==> src/rtl/stft_mp_pkg.sv <==
// Shared constants, CORDIC angle table and twiddle generator for the STFT block.
`default_nettype none
package stft_mp_pkg;

    localparam int CORDIC_STEPS = 24;
    localparam int SAMPLE_W     = 16;
    localparam int TW_W         = 19;   // Q1.17 twiddle, signed
    localparam int ACC_W        = 42;   // sample * twiddle summed over up to 64 points
    localparam int RE_W         = 29;   // bin value at scale 2^4
    localparam int XY_W         = 32;   // CORDIC x/y
    localparam int Z_W          = 34;   // CORDIC angle, 32-bit turn fraction plus headroom
    localparam int MAG_W        = 22;
    localparam int PHASE_W      = 16;
    localparam int BIN_W        = 6;
    localparam int HOP_W        = 11;
    localparam int WIN_W        = 7;
    localparam int CFG_DATA_W   = 11;

    localparam logic CFG_HOP_SIZE    = 1'b0;
    localparam logic CFG_WINDOW_SIZE = 1'b1;

    localparam longint GAIN_Q30     = 64'sd652032874;
    localparam longint HALF_TURN    = 64'sd2147483648;
    localparam longint QUARTER_TURN = 64'sd1073741824;
    localparam int     PI_Q13       = 25736;
    localparam longint PHASE_SCALE  = 64'sd411775;
    localparam int     MAG_MAX      = 2097152;

    localparam longint ATAN_TURNS [CORDIC_STEPS] = '{
        64'sh20000000, 64'sh12E4051E, 64'sh09FB385B, 64'sh051111D4,
        64'sh028B0D43, 64'sh0145D7E1, 64'sh00A2F61E, 64'sh00517C55,
        64'sh0028BE53, 64'sh00145F2E, 64'sh000A2F98, 64'sh000517CC,
        64'sh00028BE6, 64'sh000145F3, 64'sh0000A2F9, 64'sh0000517C,
        64'sh000028BE, 64'sh0000145F, 64'sh00000A2F, 64'sh00000517,
        64'sd652, 64'sd326, 64'sd163, 64'sd81
    };

    // cos/sin in Q1.17 of an angle given as a 32-bit turn fraction; elaboration only
    function automatic logic [2*TW_W-1:0] twiddle_q17(input longint z_turn);
        longint z;
        longint x;
        longint y;
        longint dx;
        longint dy;
        longint cr;
        longint sr;
        logic   neg;
        int     i;
        z   = z_turn;
        x   = GAIN_Q30;
        y   = 0;
        neg = 1'b0;
        if (z >= HALF_TURN) z = z - 2 * HALF_TURN;
        if (z > QUARTER_TURN) begin
            z   = z - HALF_TURN;
            neg = 1'b1;
        end else if (z < -QUARTER_TURN) begin
            z   = z + HALF_TURN;
            neg = 1'b1;
        end
        for (i = 0; i < CORDIC_STEPS; i++) begin
            dx = y >>> i;
            dy = x >>> i;
            if (z >= 0) begin
                x = x - dx;
                y = y + dy;
                z = z - ATAN_TURNS[i];
            end else begin
                x = x + dx;
                y = y - dy;
                z = z + ATAN_TURNS[i];
            end
        end
        if (neg) begin
            x = -x;
            y = -y;
        end
        cr = (x + 4096) >>> 13;
        sr = (y + 4096) >>> 13;
        return {cr[TW_W-1:0], sr[TW_W-1:0]};
    endfunction

endpackage
`default_nettype wire

==> src/rtl/stft_mp_mac.sv <==
// Sample memory and shared multiply-accumulate unit: one DFT bin per run.
`default_nettype none
module stft_mp_mac
    import stft_mp_pkg::*;
#(
    parameter int N_FFT = 64
) (
    input  wire logic                          aclk,
    input  wire logic                          aresetn,
    input  wire logic                          wr_en,
    input  wire logic signed [SAMPLE_W-1:0]    wr_data,
    input  wire logic                          start,
    input  wire logic [$clog2(N_FFT)-1:0]      bin_k,
    input  wire logic [$clog2(N_FFT+1)-1:0]    win_len,
    output logic                               done,
    output logic signed [RE_W-1:0]             bin_re,
    output logic signed [RE_W-1:0]             bin_im
);

    localparam int IDX_W = $clog2(N_FFT);
    localparam int CNT_W = $clog2(N_FFT + 1);

    logic signed [SAMPLE_W-1:0] mem [N_FFT];
    logic [2*TW_W-1:0]          tw_rom [N_FFT];

    for (genvar g = 0; g < N_FFT; g++) begin : g_tw
        localparam longint ZT  = (longint'(g) * 64'sd4294967296) / N_FFT;
        localparam logic [2*TW_W-1:0] TWV = twiddle_q17(ZT);
        assign tw_rom[g] = TWV;
    end

    logic [IDX_W-1:0]            wp_reg, rd_reg, t_reg, k_reg;
    logic [CNT_W-1:0]            n_reg;
    logic                        issue_reg, v1_reg, v2_reg, l1_reg, l2_reg, done_reg;
    logic signed [SAMPLE_W-1:0]  samp_reg;
    logic [2*TW_W-1:0]           tw_reg;
    logic signed [SAMPLE_W+TW_W-1:0] pre_reg, pim_reg;
    logic signed [ACC_W-1:0]     acc_re_reg, acc_im_reg;

    logic [IDX_W+1:0]            start_sum;
    logic [IDX_W-1:0]            start_ptr;
    logic [IDX_W:0]              t_sum;
    logic [IDX_W-1:0]            t_next;
    logic [IDX_W-1:0]            rd_next;
    logic [IDX_W-1:0]            wp_next;
    logic signed [ACC_W-1:0]     rnd_re, rnd_im;

    // wp points at the oldest sample, so the frame starts w entries back from it
    always_comb begin
        start_sum = (IDX_W+2)'(wp_reg) + (IDX_W+2)'(N_FFT) - (IDX_W+2)'(win_len);
        if (start_sum >= (IDX_W+2)'(N_FFT))
            start_ptr = IDX_W'(start_sum - (IDX_W+2)'(N_FFT));
        else
            start_ptr = start_sum[IDX_W-1:0];
        t_sum = (IDX_W+1)'(t_reg) + (IDX_W+1)'(k_reg);
        if (t_sum >= (IDX_W+1)'(N_FFT))
            t_next = IDX_W'(t_sum - (IDX_W+1)'(N_FFT));
        else
            t_next = t_sum[IDX_W-1:0];
        rd_next = (rd_reg == IDX_W'(N_FFT - 1)) ? '0 : rd_reg + 1'b1;
        wp_next = (wp_reg == IDX_W'(N_FFT - 1)) ? '0 : wp_reg + 1'b1;
    end

    always_ff @(posedge aclk) begin
        if (wr_en) mem[wp_reg] <= wr_data;
        if (issue_reg) begin
            samp_reg <= mem[rd_reg];
            tw_reg   <= tw_rom[t_reg];
        end
        if (v1_reg) begin
            pre_reg <= samp_reg * $signed(tw_reg[2*TW_W-1:TW_W]);
            pim_reg <= samp_reg * $signed(tw_reg[TW_W-1:0]);
        end
    end

    always_ff @(posedge aclk) begin
        if (!aresetn) begin
            wp_reg     <= '0;
            issue_reg  <= 1'b0;
            v1_reg     <= 1'b0;
            v2_reg     <= 1'b0;
            l1_reg     <= 1'b0;
            l2_reg     <= 1'b0;
            done_reg   <= 1'b0;
            rd_reg     <= '0;
            t_reg      <= '0;
            k_reg      <= '0;
            n_reg      <= '0;
            acc_re_reg <= '0;
            acc_im_reg <= '0;
        end else begin
            if (wr_en) wp_reg <= wp_next;
            v1_reg   <= issue_reg;
            l1_reg   <= issue_reg && (n_reg == CNT_W'(1));
            v2_reg   <= v1_reg;
            l2_reg   <= l1_reg;
            done_reg <= v2_reg && l2_reg;
            if (start) begin
                rd_reg     <= start_ptr;
                t_reg      <= '0;
                k_reg      <= bin_k;
                n_reg      <= win_len;
                issue_reg  <= 1'b1;
                acc_re_reg <= '0;
                acc_im_reg <= '0;
            end else if (issue_reg) begin
                rd_reg <= rd_next;
                t_reg  <= t_next;
                n_reg  <= n_reg - 1'b1;
                if (n_reg == CNT_W'(1)) issue_reg <= 1'b0;
            end
            if (v2_reg) begin
                acc_re_reg <= acc_re_reg + ACC_W'(pre_reg);
                acc_im_reg <= acc_im_reg - ACC_W'(pim_reg);
            end
        end
    end

    assign rnd_re = acc_re_reg + ACC_W'(4096);
    assign rnd_im = acc_im_reg + ACC_W'(4096);
    assign bin_re = rnd_re[ACC_W-1:13];
    assign bin_im = rnd_im[ACC_W-1:13];
    assign done   = done_reg;

endmodule
`default_nettype wire

==> config.mk <==
export PLATFORM = sky130hd
export DESIGN_NAME = stft_mp_mac
export DESIGN_NICKNAME = d
export VERILOG_FILES = /design/src/rtl/stft_mp_pkg.sv /design/src/rtl/stft_mp_mac.sv
export SDC_FILE = /design/constraint.sdc
export NUM_CORES = 2
export LEC_CHECK = 0
export ABC_AREA = 1
export BUFFER_PORTS_ARGS = -buffer_cell sky130_fd_sc_hd__buf_2
export CORE_MARGIN = 8
export CORE_UTILIZATION = 45
export CTS_CLUSTER_DIAMETER = 30
export DETAILED_ROUTE_END_ITERATION = 8
export SLEW_MARGIN = 20
export SYNTH_ARGS = -nofsm -noshare
export SYNTH_HDL_FRONTEND = slang
export SYNTH_SLANG_ARGS = --single-unit
==> constraint.sdc <==
create_clock -name aclk -period 11.3 [get_ports aclk]
set_input_delay 1.13 -clock aclk [delete_from_list [all_inputs] [get_ports aclk]]
set_output_delay 1.13 -clock aclk [all_outputs]
set_load 0.02 [all_outputs]
==> metrics.txt <==
status finished clean; I/O Pins 92; R2R cell count 17; pre-CTS setup slack 4.55 ns; cell area after synthesis 0.0824 mm²; clk slew on worst S/H paths 0.04 ns; Final GP Congestion 0.928; count of cell types in the netlist 58; CTS-repair resized insts 0; total gr overflow 0; wirelength, routed 238000 µm; Reg-to-Reg End pre_reg[33]$_DFFE_PP_; P&R area growth vs syn 15.0%; Period minus WS final 6.77 ns; vias in the first global route 62900; Worst-Skew Late Latency 0.93 ns; hold_sp l2_reg$_SDFF_PN0_; origin of the critical flop-to-flop path samp_reg[1]$_DFFE_PP_; DR iter-0 viols 4501; WP data required 11.90 ns; max incr delay on CP 0.89 ns; die span in y 444 µm; Area contributors post-synth edfxtp_1 42%, fa_1 15%, nand2_1 8.4%; Final WS setup 4.53 ns; largest net degree at the start of global routing 230; unrepaired setup endpoints after global routing false; Residual DRC 0; TritonRoute pass-1 iters 6; hold endpoint done$_SDFF_PN0_; Core ar. 0.182 mm²; crit-path leading delay family adder cells; routed vias/inst 5.39; Worst R2R Setup Slack 4.53 ns; Post-CTS Setup Bufs 0; final core utilization 0.519; clock tree from TritonCTS built; Synthesized Nets 9738; NumNets Final 9849; Post-synth EDFFs 1148; CP max stage cell edfxtp_1; Critical Path Start Type register; max reg flops 1024; crit-path max FO 20; worst setup path class register to register; WP data arrival 7.37 ns; Clock Skews 0.133 ns; Wirelength per Cell 20.7 µm; flops & latches, synth 1269; most frequent CP cell fa_1; Fmax 0.148 GHz; Ys Warns 0; crit-path cells buf_4, nand2_1, inv_1, fa_1, fa_1, fa_1, fa_1, fa_1, fa_1, ha_1, a21oi_1, inv_1, a31oi_1, o21ai_0, a21oi_1, nand2_1, xor2_1; Max clock buf depth 4; final setup violating endpoints 0; most common flop cell mapped by yosys edfxtp_1; Slew HR 0.224; total of max-cap violations 0; most frequent cells in the layout 1844 x nand2_1, 1483 x inv_1, 1148 x edfxtp_1, 943 x nor2_1, 647 x o21ai_0; Fin Hold WS 0.420 ns; post-route ant nets 0; Syn Area/Cell 9.35 µm²; worst hold-check path type register to register; area share of the largest cell type after synthesis 0.419; Inserted Clock Buffers 291; clock sinks 1269; Pins Over Slew Limit 0; Synth async-reset ratio 0; setup TNS 0 ns; gate count of the mapped netlist 8809; gr usage total 0.238; Crit. End Element register; CTS Root Cell clkbuf_16; share of layout cells above drive strength 1 0.0793; Via Count 62100; Die X 444 µm; Initial Util 0.451; CTS Hold Bufs 0; die area 0.197 mm²; first-pass GRT wire length 368000 µm; initial antenna violation count 8; num rows 157; Post-DP HPWL 158000 µm; crit share post-route 0.599; Yosys top cell by area edfxtp_1; Seq/Total Area, Yosys 0.448; hold depth 2; worst-margin pin slew 1.16 ns; Buf+Inv Stages, Crit Path 3; final hold vios 0; CTS H-tree depth 5; Port Buffers 91; commonest non-fill, non-tap cell in the layout nand2_1
[worst max-delay path by stage]
stage,from,to,cells after the start
2_1_floorplan,samp_reg[1]$_DFFE_PP_,pim_reg[34]$_DFFE_PP_,22
3_3_place_gp,samp_reg[1]$_DFFE_PP_,pre_reg[32]$_DFFE_PP_,22
3_5_place_dp,samp_reg[1]$_DFFE_PP_,pre_reg[34]$_DFFE_PP_,21
4_1_cts,samp_reg[1]$_DFFE_PP_,pre_reg[34]$_DFFE_PP_,21
5_1_grt,samp_reg[1]$_DFFE_PP_,pre_reg[34]$_DFFE_PP_,21
6_report,samp_reg[1]$_DFFE_PP_,pre_reg[33]$_DFFE_PP_,17
[kinds of logic after synthesis]
logic type	Yosys count	share of synthesized area
DFF	1269	0.448
AOI/OAI and AO/OA	1352	0.0975
and+or+nand+nor	3244	0.158
buffers and inverters	1906	0.0891
adders and majority gates	896	0.192
xor gates and xnor gates	142	0.0151
[metrics by stage]
stage | cells | area [µm²]
final | 11500 | 94700
after detailed placement | 11000 | 85200
after global placement | 11000 | 85200
after global routing | 11500 | 94700
after CTS | 11500 | 94700
after floorplan | 8809 | 82400
[synthesized netlist by cell type (all sizes together) (2+ instances only)]
master      n
o2111ai    15
fa        612
or2        20
a22oi       6
nand2    1852
a21boi     31
ha        284
a211oi      4
nor4        8
nor2      955
o22ai      93
xnor2      46
o31ai       2
nor3       33
o311ai      2
clkbuf    277
buf       126
a21oi     227
nand3     307
xor2       96
o211ai     81
o221ai    179
clkinv     12
o21ai     667
dfxtp     121
and3        3
a21o        8
edfxtp   1148
nand3b     22
a31oi      16
nand4      43
o21a        5
o21bai      9
inv      1491
[layout make-up]
class	count	area, µm²
fill	16500	87800
inverter	1503	5670
clock buffer	336	7620
clock inverter	167	1830
tap	2385	2980
antenna	2	5.00
multi-input combinational	5634	38200
timing repair buffer	221	1500
sequential	1269	36900
[metal layers]
metal,part of all wire,GRT usage,vias up
li1,-,-,29000
met1,0.42,0.310,30600
met2,0.48,0.400,2038
met3,0.059,0.0363,486
met4,0.040,0.0924,2
met5,0.000050,0,-
[worst min-delay path: stages (launching register included)]
cell and delay (ns):
dfxtp_1 0.29, inv_1 0.05, nor2_1 0.04
Power is left out: the tool's default activity adds up to more than one toggle a clock period on the data nets, which glitch-free logic cannot reach.
